--- src/rtl/wdtf_pkg.sv ---
// ----------------------------------------------------------------------------
// wdtf_pkg
// Shared types, constants and helper functions of the word deleting text
// filter: window geometry, scan flags, delimiter test and count saturation.
// ----------------------------------------------------------------------------
package wdtf_pkg;

	localparam int MAX_WORD   = 8;
	localparam int COUNT_BITS = 16;
	localparam int WIN_DEPTH  = MAX_WORD + 1;
	localparam int WIN_W      = 8 * WIN_DEPTH;
	localparam int WORD_W     = 8 * MAX_WORD;
	localparam int FILL_W     = $clog2(WIN_DEPTH + 1);
	localparam int WLEN_W     = 4;
	localparam int OUT_CNT_W  = 16;
	localparam int CFG_IDX_W  = 1;
	localparam int NUM_DELIMS = 8;

	// configuration register indexes
	localparam logic [CFG_IDX_W-1:0] REG_WORD_BYTES  = 1'b0;
	localparam logic [CFG_IDX_W-1:0] REG_WORD_LENGTH = 1'b1;

	localparam logic [7:0] CHAR_SPACE = 8'h20;

	// space , . ? : ; ( )
	localparam logic [7:0] DELIMS [NUM_DELIMS] = '{
		8'h20, 8'h2C, 8'h2E, 8'h3F, 8'h3A, 8'h3B, 8'h28, 8'h29
	};

	typedef logic [FILL_W-1:0]     fill_t;
	typedef logic [COUNT_BITS-1:0] count_t;
	typedef logic [WIN_W-1:0]      win_t;

	// scan state carried from one head decision to the next
	typedef struct packed {
		logic   skip;          // byte right after a deleted word: no match try
		logic   space_before;  // last kept byte was a space, or start of text
		logic   in_token;
		count_t deleted;
		count_t tokens;
	} scan_t;

	localparam scan_t SCAN_RESET = '{
		skip: 1'b0, space_before: 1'b1, in_token: 1'b0, deleted: '0, tokens: '0
	};

	// outcome of one head decision
	typedef struct packed {
		logic       emit;       // head byte kept (else the word was deleted)
		logic [7:0] head_byte;
		fill_t      fill;
		scan_t      scan;
	} head_res_t;

	function automatic logic is_delim(logic [7:0] c);
		logic hit;
		hit = 1'b0;
		for (int i = 0; i < NUM_DELIMS; i++) begin
			if (c == DELIMS[i])
				hit = 1'b1;
		end
		return hit;
	endfunction

	// word length clamped to 1..MAX_WORD
	function automatic fill_t eff_len(logic [WLEN_W-1:0] wl);
		fill_t n;
		if (wl == '0)
			n = fill_t'(1);
		else if (int'(wl) > MAX_WORD)
			n = fill_t'(MAX_WORD);
		else
			n = fill_t'(wl);
		return n;
	endfunction

	function automatic count_t sat_inc(count_t c);
		return (&c) ? c : c + 1'b1;
	endfunction

endpackage

--- src/rtl/wdtf_head.sv ---
// ----------------------------------------------------------------------------
// wdtf_head
// One decision on the head of the window: either the configured word sits
// at the head (after a space or at the start, followed by a delimiter or by
// the end) and is dropped, or the head byte is kept and leaves the window.
// ----------------------------------------------------------------------------
module wdtf_head (
	input  wdtf_pkg::win_t                  win,
	input  wdtf_pkg::fill_t                 fill,
	input  wdtf_pkg::scan_t                 scan,
	input  logic [wdtf_pkg::WORD_W-1:0]     word,
	input  wdtf_pkg::fill_t                 len,
	input  logic                            at_end,
	output wdtf_pkg::win_t                  win_nx,
	output wdtf_pkg::head_res_t             res
);
	import wdtf_pkg::*;

	logic [MAX_WORD-1:0] byte_eq;
	logic [7:0]          after_word;
	logic                tail_ok;
	logic                match;
	fill_t               drop;

	// byte compare against the word, bytes past the length always agree
	always_comb begin
		for (int i = 0; i < MAX_WORD; i++) begin
			byte_eq[i] = (win[8*i +: 8] == word[8*i +: 8]) || (i >= int'(len));
		end
	end

	// character right behind the word candidate
	always_comb begin
		after_word = '0;
		for (int i = 0; i < WIN_DEPTH; i++) begin
			if (len == fill_t'(i))
				after_word = win[8*i +: 8];
		end
	end

	assign tail_ok = (fill > len) ? is_delim(after_word) : at_end;
	assign match   = !scan.skip && scan.space_before && (fill >= len) &&
	                 (&byte_eq) && tail_ok;
	assign drop    = match ? len : fill_t'(1);
	assign win_nx  = win >> {drop, 3'b000};

	// scan flags and counters after the decision
	always_comb begin
		res.emit      = !match;
		res.head_byte = win[7:0];
		res.fill      = fill - drop;
		res.scan      = scan;
		if (match) begin
			res.scan.deleted = sat_inc(scan.deleted);
			res.scan.skip    = 1'b1;
		end else begin
			res.scan.skip         = 1'b0;
			res.scan.space_before = (win[7:0] == CHAR_SPACE);
			if (is_delim(win[7:0])) begin
				res.scan.in_token = 1'b0;
			end else if (!scan.in_token) begin
				res.scan.in_token = 1'b1;
				res.scan.tokens   = sat_inc(scan.tokens);
			end
		end
	end

endmodule

--- src/rtl/word_deleting_text_filter.sv ---
// ----------------------------------------------------------------------------
// word_deleting_text_filter
// A kept byte is decided once the window holds word length plus one bytes
// and is registered to the output; one byte per cycle while the output does
// not stall. A last input flushes the window, one head decision per cycle
// as output moves, then the final result with counts; no input taken meanwhile.
// Reset clears the window, scan flags and counts; word_length resets to 1.
// ----------------------------------------------------------------------------
module word_deleting_text_filter (
	input  logic                                clk,
	input  logic                                arst_n,
	// configuration write channel
	input  logic                                cfg_valid,
	output logic                                cfg_ready,
	input  logic [wdtf_pkg::CFG_IDX_W-1:0]      cfg_index,
	input  logic [wdtf_pkg::WORD_W-1:0]         cfg_data,
	// input text
	input  logic                                in_valid,
	output logic                                in_stall,
	input  logic [7:0]                          in_byte,
	input  logic                                in_last,
	// filtered text
	output logic                                out_valid,
	input  logic                                out_stall,
	output logic [7:0]                          out_byte,
	output logic                                byte_valid,
	output logic [wdtf_pkg::OUT_CNT_W-1:0]      deleted_count,
	output logic [wdtf_pkg::OUT_CNT_W-1:0]      token_count,
	output logic                                out_last
);
	import wdtf_pkg::*;

	logic [WORD_W-1:0] word_bytes_q;
	logic [WLEN_W-1:0] word_length_q;

	win_t      win_q;
	fill_t     fill_q;
	scan_t     scan_q;
	logic      flush_q;
	logic      hold_vld_q;
	logic [7:0] hold_byte_q;

	logic                 out_vld_q;
	logic [7:0]           out_byte_q;
	logic                 byte_valid_q;
	logic [OUT_CNT_W-1:0] deleted_q;
	logic [OUT_CNT_W-1:0] token_q;
	logic                 out_last_q;

	fill_t     len;
	win_t      head_win;
	head_res_t head;
	logic      adv;
	logic      need;
	logic      fin;
	logic      do_step;
	logic      accept;

	win_t                 base_win;
	fill_t                base_fill;
	scan_t                base_scan;
	logic [FILL_W+2:0]    pos;
	win_t                 win_d;
	fill_t                fill_d;
	scan_t                scan_d;
	logic                 flush_d;

	logic [7:0]           ob_d;
	logic                 bv_d;
	logic [OUT_CNT_W-1:0] del_d;
	logic [OUT_CNT_W-1:0] tok_d;
	logic                 last_d;

	// configuration registers, always ready
	assign cfg_ready = 1'b1;

	always_ff @(posedge clk or negedge arst_n) begin
		if (!arst_n) begin
			word_bytes_q  <= '0;
			word_length_q <= WLEN_W'(1);
		end else if (cfg_valid && cfg_ready) begin
			unique case (cfg_index)
				REG_WORD_BYTES:  word_bytes_q  <= cfg_data;
				REG_WORD_LENGTH: word_length_q <= cfg_data[WLEN_W-1:0];
				default: ;
			endcase
		end
	end

	assign len = eff_len(word_length_q);

	wdtf_head u_head (
		.win    (win_q),
		.fill   (fill_q),
		.scan   (scan_q),
		.word   (word_bytes_q),
		.len    (len),
		.at_end (flush_q),
		.win_nx (head_win),
		.res    (head)
	);

	// step control: one head decision per cycle when the output can move
	assign adv     = !out_vld_q || !out_stall;
	assign need    = flush_q ? (fill_q != '0) : (fill_q > len);
	assign fin     = flush_q && (fill_q == '0);
	assign do_step = need && adv;

	// take a byte once the window needs no further decision
	assign in_stall = flush_q || (need && !(adv && !(head.fill > len)));
	assign accept   = in_valid && !in_stall;

	// window and scan state update
	always_comb begin
		base_win  = win_q;
		base_fill = fill_q;
		base_scan = scan_q;
		if (do_step) begin
			base_win  = head_win;
			base_fill = head.fill;
			base_scan = head.scan;
		end
		win_d   = base_win;
		fill_d  = base_fill;
		scan_d  = base_scan;
		flush_d = flush_q;
		pos     = {base_fill, 3'b000};
		if (accept) begin
			win_d   = (base_win & ~(WIN_W'(8'hFF) << pos)) | (WIN_W'(in_byte) << pos);
			fill_d  = base_fill + 1'b1;
			flush_d = in_last;
		end
		if (fin && adv) begin
			fill_d  = '0;
			scan_d  = SCAN_RESET;
			flush_d = 1'b0;
		end
	end

	always_ff @(posedge clk or negedge arst_n) begin
		if (!arst_n) begin
			fill_q  <= '0;
			scan_q  <= SCAN_RESET;
			flush_q <= 1'b0;
		end else begin
			fill_q  <= fill_d;
			scan_q  <= scan_d;
			flush_q <= flush_d;
		end
	end

	always_ff @(posedge clk) begin
		win_q <= win_d;
	end

	// result payload: kept byte, held flush byte, or final result with counts
	always_comb begin
		if (fin) begin
			ob_d   = hold_vld_q ? hold_byte_q : '0;
			bv_d   = hold_vld_q;
			del_d  = OUT_CNT_W'(scan_q.deleted);
			tok_d  = OUT_CNT_W'(scan_q.tokens);
			last_d = 1'b1;
		end else begin
			ob_d   = flush_q ? hold_byte_q : head.head_byte;
			bv_d   = 1'b1;
			del_d  = '0;
			tok_d  = '0;
			last_d = 1'b0;
		end
	end

	// output register and flush hold stage; the hold keeps the newest kept
	// byte of a flush back until it is known whether it is the final one
	always_ff @(posedge clk or negedge arst_n) begin
		if (!arst_n) begin
			out_vld_q  <= 1'b0;
			hold_vld_q <= 1'b0;
		end else if (adv) begin
			out_vld_q <= 1'b0;
			if (fin) begin
				out_vld_q  <= 1'b1;
				hold_vld_q <= 1'b0;
			end else if (do_step && head.emit) begin
				if (!flush_q) begin
					out_vld_q <= 1'b1;
				end else begin
					out_vld_q  <= hold_vld_q;
					hold_vld_q <= 1'b1;
				end
			end
		end
	end

	always_ff @(posedge clk) begin
		if (adv) begin
			out_byte_q   <= ob_d;
			byte_valid_q <= bv_d;
			deleted_q    <= del_d;
			token_q      <= tok_d;
			out_last_q   <= last_d;
			if (do_step && head.emit && flush_q)
				hold_byte_q <= head.head_byte;
		end
	end

	assign out_valid     = out_vld_q;
	assign out_byte      = out_byte_q;
	assign byte_valid    = byte_valid_q;
	assign deleted_count = deleted_q;
	assign token_count   = token_q;
	assign out_last      = out_last_q;

endmodule

--- config.mk ---
export PLATFORM = sky130hd
export DESIGN_NAME = word_deleting_text_filter
export DESIGN_NICKNAME = d
export VERILOG_FILES = /design/src/rtl/wdtf_pkg.sv /design/src/rtl/wdtf_head.sv /design/src/rtl/word_deleting_text_filter.sv
export SDC_FILE = /design/constraint.sdc
export NUM_CORES = 1
export LEC_CHECK = 0
export ABC_CLOCK_PERIOD_IN_PS = 17500
export BUFFER_PORTS_ARGS = -buffer_cell sky130_fd_sc_hd__buf_2
export CAP_MARGIN = 20
export CORE_ASPECT_RATIO = 1.4
export CORE_UTILIZATION = 23
export CTS_BUF_LIST = sky130_fd_sc_hd__clkbuf_16
export CTS_CLUSTER_DIAMETER = 80
export DETAILED_ROUTE_END_ITERATION = 8
export PLACE_DENSITY_LB_ADDON = 0.1
export SYNTH_ARGS = -nofsm -noshare
export SYNTH_HDL_FRONTEND = slang
export SYNTH_SLANG_ARGS = --single-unit
--- constraint.sdc ---
create_clock -name clk -period 17.5 [get_ports clk]
set_input_delay 1.75 -clock clk [delete_from_list [all_inputs] [get_ports clk]]
set_output_delay 1.75 -clock clk [all_outputs]
set_load 0.03 [all_outputs]
======== Word-level counts from Yosys, hierarchy flattened ========
Cells that the tools add are included.
word-level totals
  output and inout bits ................... 45
  bits in registers ....................... 232
  word-level logic and storage cells ...... 185
  bits of input ports ..................... 79
cells by class
  eq/ne operators ......................... 37
  mux-type cells .......................... 59
  order comparisons ....................... 12
  bitwise gates (word level) .............. 4
  reduce and logical (&&, ||, !) cells .... 48
  $add $sub $neg .......................... 4
  shifts and indexed selects .............. 3
operators by type and width
  operator                 number
  $mux W72                 2
  $eq A8 B6 Y1 const B     16
  $mux W16                 6
  $mux W8                  12
  $and A72 B72 Y72         1
  $not A72 Y72             1
  $or A72 B72 Y72          1
  $shl A8 B7 Y72           1
  $shl A8 B7 Y72 const A   1
  $shr A72 B7 Y72          1
  $mux W35                 2
  $eq A8 B8 Y1             8
  $add A16 B1 Y16 const B  2
  $reduce_and A16 Y1       2
  $mux W1                  30
  $mux W4                  6
  $eq A4 B3 Y1 const B     4
  $ge A3 B4 Y1 const A     4
  $logic_and A1 B1 Y1      12
  $logic_not A4 Y1         3
  $logic_or A1 B1 Y1       10
  $reduce_bool A2 Y1       5
  $eq A4 B2 Y1 const B     2
  $ge A1 B4 Y1 const A     2
  other kinds (18)         33

======== Depth between registers and ports, before layout ========
  word-level depth ........................ 36
  gate-level depth with buffers ........... 37
  depth with buffers taken out ............ 26

======== Hierarchy ========
From an unflattened synthesis, not the netlist that was laid out.
second synthesis, totals
  cells, all modules ...................... 1585
  area, all modules ....................... 15402.3 µm²
modules (own cells, without submodules)
  module                     cells each  area an instance (µm²)  sequential area each (µm²)  times used
  word_deleting_text_filter  734         9741.8                  5698.0                      1
  wdtf_head                  851         5660.4                  0.0                         1

======== Worst setup path before layout ========
OpenSTA, ideal clock, no wires.
  path type ............................... reg2out
  start point ............................. register word_length_q[0]
  end point ............................... output in_stall
  buffers on the path ..................... 7
  arrival ................................. 6042 ps
  stages on the path, launching flop included .. 29
  setup slack ............................. 9708 ps
  data required time ...................... 15750 ps
  path through ............................ dfstp_2 buf_2 buf_4 clkbuf_1 o21ai_0 clkbuf_1 inv_1 clkbuf_1 ha_1 nand4_1 nor2_1 nor4_1 nand3_1 nor4_1 nand2_1 a211o_1 clkbuf_1 clkbuf_1 ha_1 fa_1 inv_1 ha_1 nor2b_1 o21ai_0 nand2b_1 a21oi_1 o21ai_0 a21oi_1 inv_1
between the ends
  longest elaborated chain between the ends .. 32
  elaborated cells between the ends (all ways) .. 70
  those cells by class .................... 1 x add/sub; 12 x order compare; 16 x eq/ne; 22 x mux; 19 x reduce/logical
ends and longest elaborated chain
  item                     line                              RTL
  from (decl)              word_deleting_text_filter.sv:34   logic [WLEN_W-1:0] word_length_q;
  from (signal assigned)   word_deleting_text_filter.sv:84   REG_WORD_LENGTH: word_length_q <= cfg_data[WLEN_W-1:0];
  $gt A4 B4 Y1             wdtf_pkg.sv:70                    else if (int'(wl) > MAX_WORD)
  $mux W4                  wdtf_pkg.sv:70
  $mux W4 (*)              wdtf_pkg.sv:68                    if (wl == '0)
  $logic_not A4 Y1         wdtf_head.sv:36                   if (len == fill_t'(i))
  $mux W8 (9 in series)    wdtf_head.sv:36
  $eq A8 B6 Y1             wdtf_pkg.sv:59                    if (c == DELIMS[i])
  $mux W1 (8 in series)    wdtf_pkg.sv:59
  $mux W1                  wdtf_head.sv:41                   assign tail_ok = (fill > len) ? is_delim(after_word) : at_end;
  $logic_and A1 B1 Y1      wdtf_head.sv:43                   (&byte_eq) && tail_ok;
  $mux W4                  wdtf_head.sv:44                   assign drop = match ? len : fill_t'(1);
  $sub A4 B4 Y4            wdtf_head.sv:51                   res.fill = fill - drop;
  $gt A4 B4 Y1             word_deleting_text_filter.sv:110  assign in_stall = flush_q || (need && !(adv && !(head.fill > len)));
  $logic_not A1 Y1         word_deleting_text_filter.sv:110
  $logic_and A1 B1 Y1      word_deleting_text_filter.sv:110
  $logic_not A1 Y1         word_deleting_text_filter.sv:110
  $logic_and A1 B1 Y1 (*)  word_deleting_text_filter.sv:110
  $logic_or A1 B1 Y1 (*)   word_deleting_text_filter.sv:110
  to (decl)                word_deleting_text_filter.sv:19   output logic in_stall,
Every way passes the cells marked *; elsewhere a longest branch is shown, timed or not.

======== Final worst setup path ========
Same ends and word-level chain as after synthesis.

==> results.md <==
* Slew at the pin closest to its max-slew limit at 1.147 ns
* Post-DR wirelength/cell at 25.90 µm
* Path type of the worst setup path: reg -> out
* Gate count of the mapped netlist at 1404
* Post-synthesis compound-gate area fraction at 19.87%
* Worst supply voltage drop on vdd at 73.49 µV
* Initial drt markers at 680
* Signal arrival time at the worst endpoint at 6.92 ns
* Die Outline Area at 60080 µm²
* Reg-to-reg slack, setup at 9.62 ns
* Post-synthesis share of cell area spent on xor and xnor gates at 5.661%
* GRT Residual Overflow at 0
* Number of distinct library cells after synthesis at 79
* Placed Instance Area at 14830 µm²
* Ratio of routed vias to standard cells at 5.127
* Worst hold endpoint: hold_byte_q[7]
* Initial core utilization at 23.25%
* Yosys warnings at 0
* Largest net degree at the start of global routing at 68
* R2R Path End: win_q[67]
* Final Setup Violations at 0
* Std-Cell Rows at 105
* Clock skew at 0.01170 ns
* Width of the chip at 207.5 µm
* Number of placed I/O pins at 124
* Final weighted congestion in routability-driven placement at 0.8934
* CTS H-tree lvls at 1
* Input/output buffers at 122
* Half-perimeter wire length after detailed placement at 42.48 mm
* TritonCTS clock tree: built
* Overall power at 2359 µW
* Cts bufs inserted at 29
* Cell type with the largest total area after synthesis: dfrtp_1
* Hold Fails Final Rpt at 0
* Number of storage elements in the synthesis netlist at 232
* Minimum period implied by the final worst setup slack at 8.675 ns
* First-pass GRT wire length at 83.67 mm
* Number of pins exceeding their max-slew limit in the final report at 0
* Mean instance size in the synthesized netlist at 9.681 µm²
* Fraction of registers with async set or reset after synthesis at 47.41%
* Number of nets still failing antenna checks after routing at 0
* Unrepaired setup endpoints after global routing: no
* Synthesized-area fraction occupied by and/or/nand/nor cells at 14.77%
* Period utilization at 49.57%
* Worst hold path stage count at 0
* GRT Util Overall at 19.02%
* Net count after synthesis at 1503
* Hold bufs inserted after CTS at 0
* Post-Layout Inst Area at 15730 µm²
* Number of resized instances in the post-cts repair step at 0
* Kind of start point of the critical path: flip-flop
* Clk Latency, worst-skew pair at 0.57 ns
* Pre-antenna DRT Iters at 5
* Dominant register cell in the synthesized netlist: dfrtp_1
* Data required time at the worst endpoint at 15.75 ns
* Area added between synthesis and finish at 15.70%
* Areal power density over the cells at 150.0 nW/µm²
* Number of sinks on the clock net at 232
* Total Nets Final at 1559
* Netlist Area Pre-Place at 13590 µm²
* Start of the worst register-to-register path: word_length_q[0]
* Number of enable-type register cells in the synthesized netlist at 50
* Number of cells traversed by the worst register-to-register path at 25
* Proportion of synthesized area in mux cells at 11.05%
* Dominant cells by area after synthesis: dfrtp_1 (20%), edfxtp_1 (11%), dfxtp_1 (11%)
* Number of global-route vias before repair at 11809
* Utilization after layout at 26.90%
* Run status: finished clean
* Area share of fa/ha/maj cells after synthesis at 1.896%
* Root buffer cell: clkbuf_16
* Combinational family with the most area after synthesis: compound AO/OA/AOI/OAI gates
* Highest Clock Rate at 115.3 MHz
* Buffers from clock root to sink, at most at 3
* Max-capacitance violation count at 0
* Leak Pwr at 0.006119 µW
* Routed wire length at 57.81 mm
* DR vias at 11444
* Endpoint kind of the worst setup timing path: output port
* Setup TNS Final at 0 ns
* Critical Path Fanout Max at 37
* Number of setup buffers added after CTS at 0
* Clk pin slew, worst setup/hold paths at 0.06 ns
* Core region area at 58460 µm²
* DRC violation count after routing at 0
* Normalized max-slew margin at 23.54%
* Fill cells at 6207
* Fraction of synthesized cell area taken by the top area cell type at 19.88%
* Die outline height at 289.6 µm
* Hold Crit Class: reg -> reg
* Start point of the worst hold path: win_q[7]
* Fraction of layout instances using a drive strength above 1 at 20.18%
* Antenna violations before repair at 2
* Sequential area share after synthesis at 41.92%
-- layer usage --
metal	global-route usage, %	vias up	share of wire (%)
met5	0	-	0.022
met4	12.20	2	6.6
met3	2.529	141	4.9
met2	34.19	390	50
met1	21.24	5674	38
li1	-	5237	-
-- layout by cell type (no fill, tap or decap), drive strengths merged, types with 13 or more instances in the layout --
cell type  instances
dfxtp             72
o31ai             13
and3              23
or3               17
edfxtp            50
nor2              76
a22oi             25
inv               45
nor3              16
buf              147
and2              49
nor4              14
xnor2             75
a211oi            21
nand4             22
nand2b            13
a22o              26
mux2              72
ha                19
dfrtp            108
mux2i             69
o2bb2ai           59
o21ai             76
nand2            113
a21oi             65
clkbuf            29
nand3             18
-- how the worst max path moves through the flow --
stage / start / end / slack [ns] / depth (start not counted)
after CTS: word_length_q[0] / in_stall / 8.55 / 23
after global placement: word_length_q[1] / in_stall / 9.28 / 23
after global routing: word_length_q[1] / in_stall / 8.19 / 23
after detailed placement: word_length_q[0] / in_stall / 9.18 / 23
after floorplan: word_length_q[0] / in_stall / 9.71 / 28
final: word_length_q[0] / in_stall / 8.83 / 23
-- state kept, by name, indices dropped and copies added (netlist names), 4 cells and up --
signal         cells
word_length_q      4
hold_byte_q        8
deleted_count     16
out_byte           8
scan_q            35
win_q             72
token_count       16
word_bytes_q      64
fill_q             4
-- cells by family (layout without fill, tap and decap cells) --
family	count (synthesis)	after routing
XOR/XNOR	87	87
AND/OR/NAND/NOR	393	393
AO/OA/AOI/OAI	373	373
other	1	2
multiplexers	141	141
flip-flops	232	232
adder cells (fa/ha/maj)	20	20
buffers and inverters	157	235
-- metrics by stage --
stage / std cells / setup WS (ns) / hold slack [ns]
after detailed placement: 2177 / 9.182 / 0.5112
after global placement: 2177 / 9.285 / 0.5141
after CTS: 2230 / 8.550 / 0.5233
after floorplan: 1404 / 9.708 / 0.4733
final: 2232 / 8.825 / 0.5260
after global routing: 2231 / 8.187 / 0.5394
-- final cells by class --
cell class | instances | area (µm²) | share of cell area, %
multi-input combinational | 1015 | 7272 | 46.24
sequential | 232 | 5698 | 36.23
tap | 749 | 937.1 | 5.959
timing repair buffer | 147 | 820.8 | 5.219
clock buffer | 29 | 725.7 | 4.615
clock inverter | 24 | 138.9 | 0.8831
inverter | 35 | 131.4 | 0.8354
antenna | 1 | 2.502 | 0.01591
-- worst max-delay path, stage by stage (launching register included) --
cell      delay, ns
dfstp_2        0.51
buf_4          0.40
o21ai_2        0.12
inv_1          0.55
ha_1           0.37
nand4_1        0.18
nor2_1         0.07
nor4_1         0.37
nand3_1        0.12
nor4_1         0.49
o211a_1        0.74
nand2_1        0.18
ha_1           0.30
nor2b_1        0.12
o21ai_0        0.16
nand2b_1       0.12
xor2_1         0.18
xor2_1         0.16
ha_1           0.34
a21oi_1        0.14
o21ai_0        0.10
a21oi_1        0.28
inv_1          0.11
buf_2          0.19
-- power by group --
| group | switching, µW | total [µW] | leakage (µW) | internal, µW |
|---|---|---|---|---|
| Combinational | 611 | 935 | 0.00321 | 324 |
| Clock | 244 | 557 | 0.000458 | 313 |
| Sequential | 188 | 868 | 0.00246 | 680 |
-- synthesized netlist by cell type, types with 15 or more instances --
master     number
nand2_1       113
dfrtp_1       108
clkbuf_1       84
nor2_1         76
o21ai_0        75
xnor2_1        75
dfxtp_1        72
mux2_2         72
mux2i_1        69
a21oi_1        65
o2bb2ai_1      51
edfxtp_1       50
and2_1         47
inv_1          33
a22o_1         26
a22oi_1        25
and3_1         23
nand4_1        22
a211oi_1       21
ha_1           19
buf_2          18
or3_1          17
nand3_1        16
nor3_1         15
Note: power is estimated with default switching activity, not from simulation.
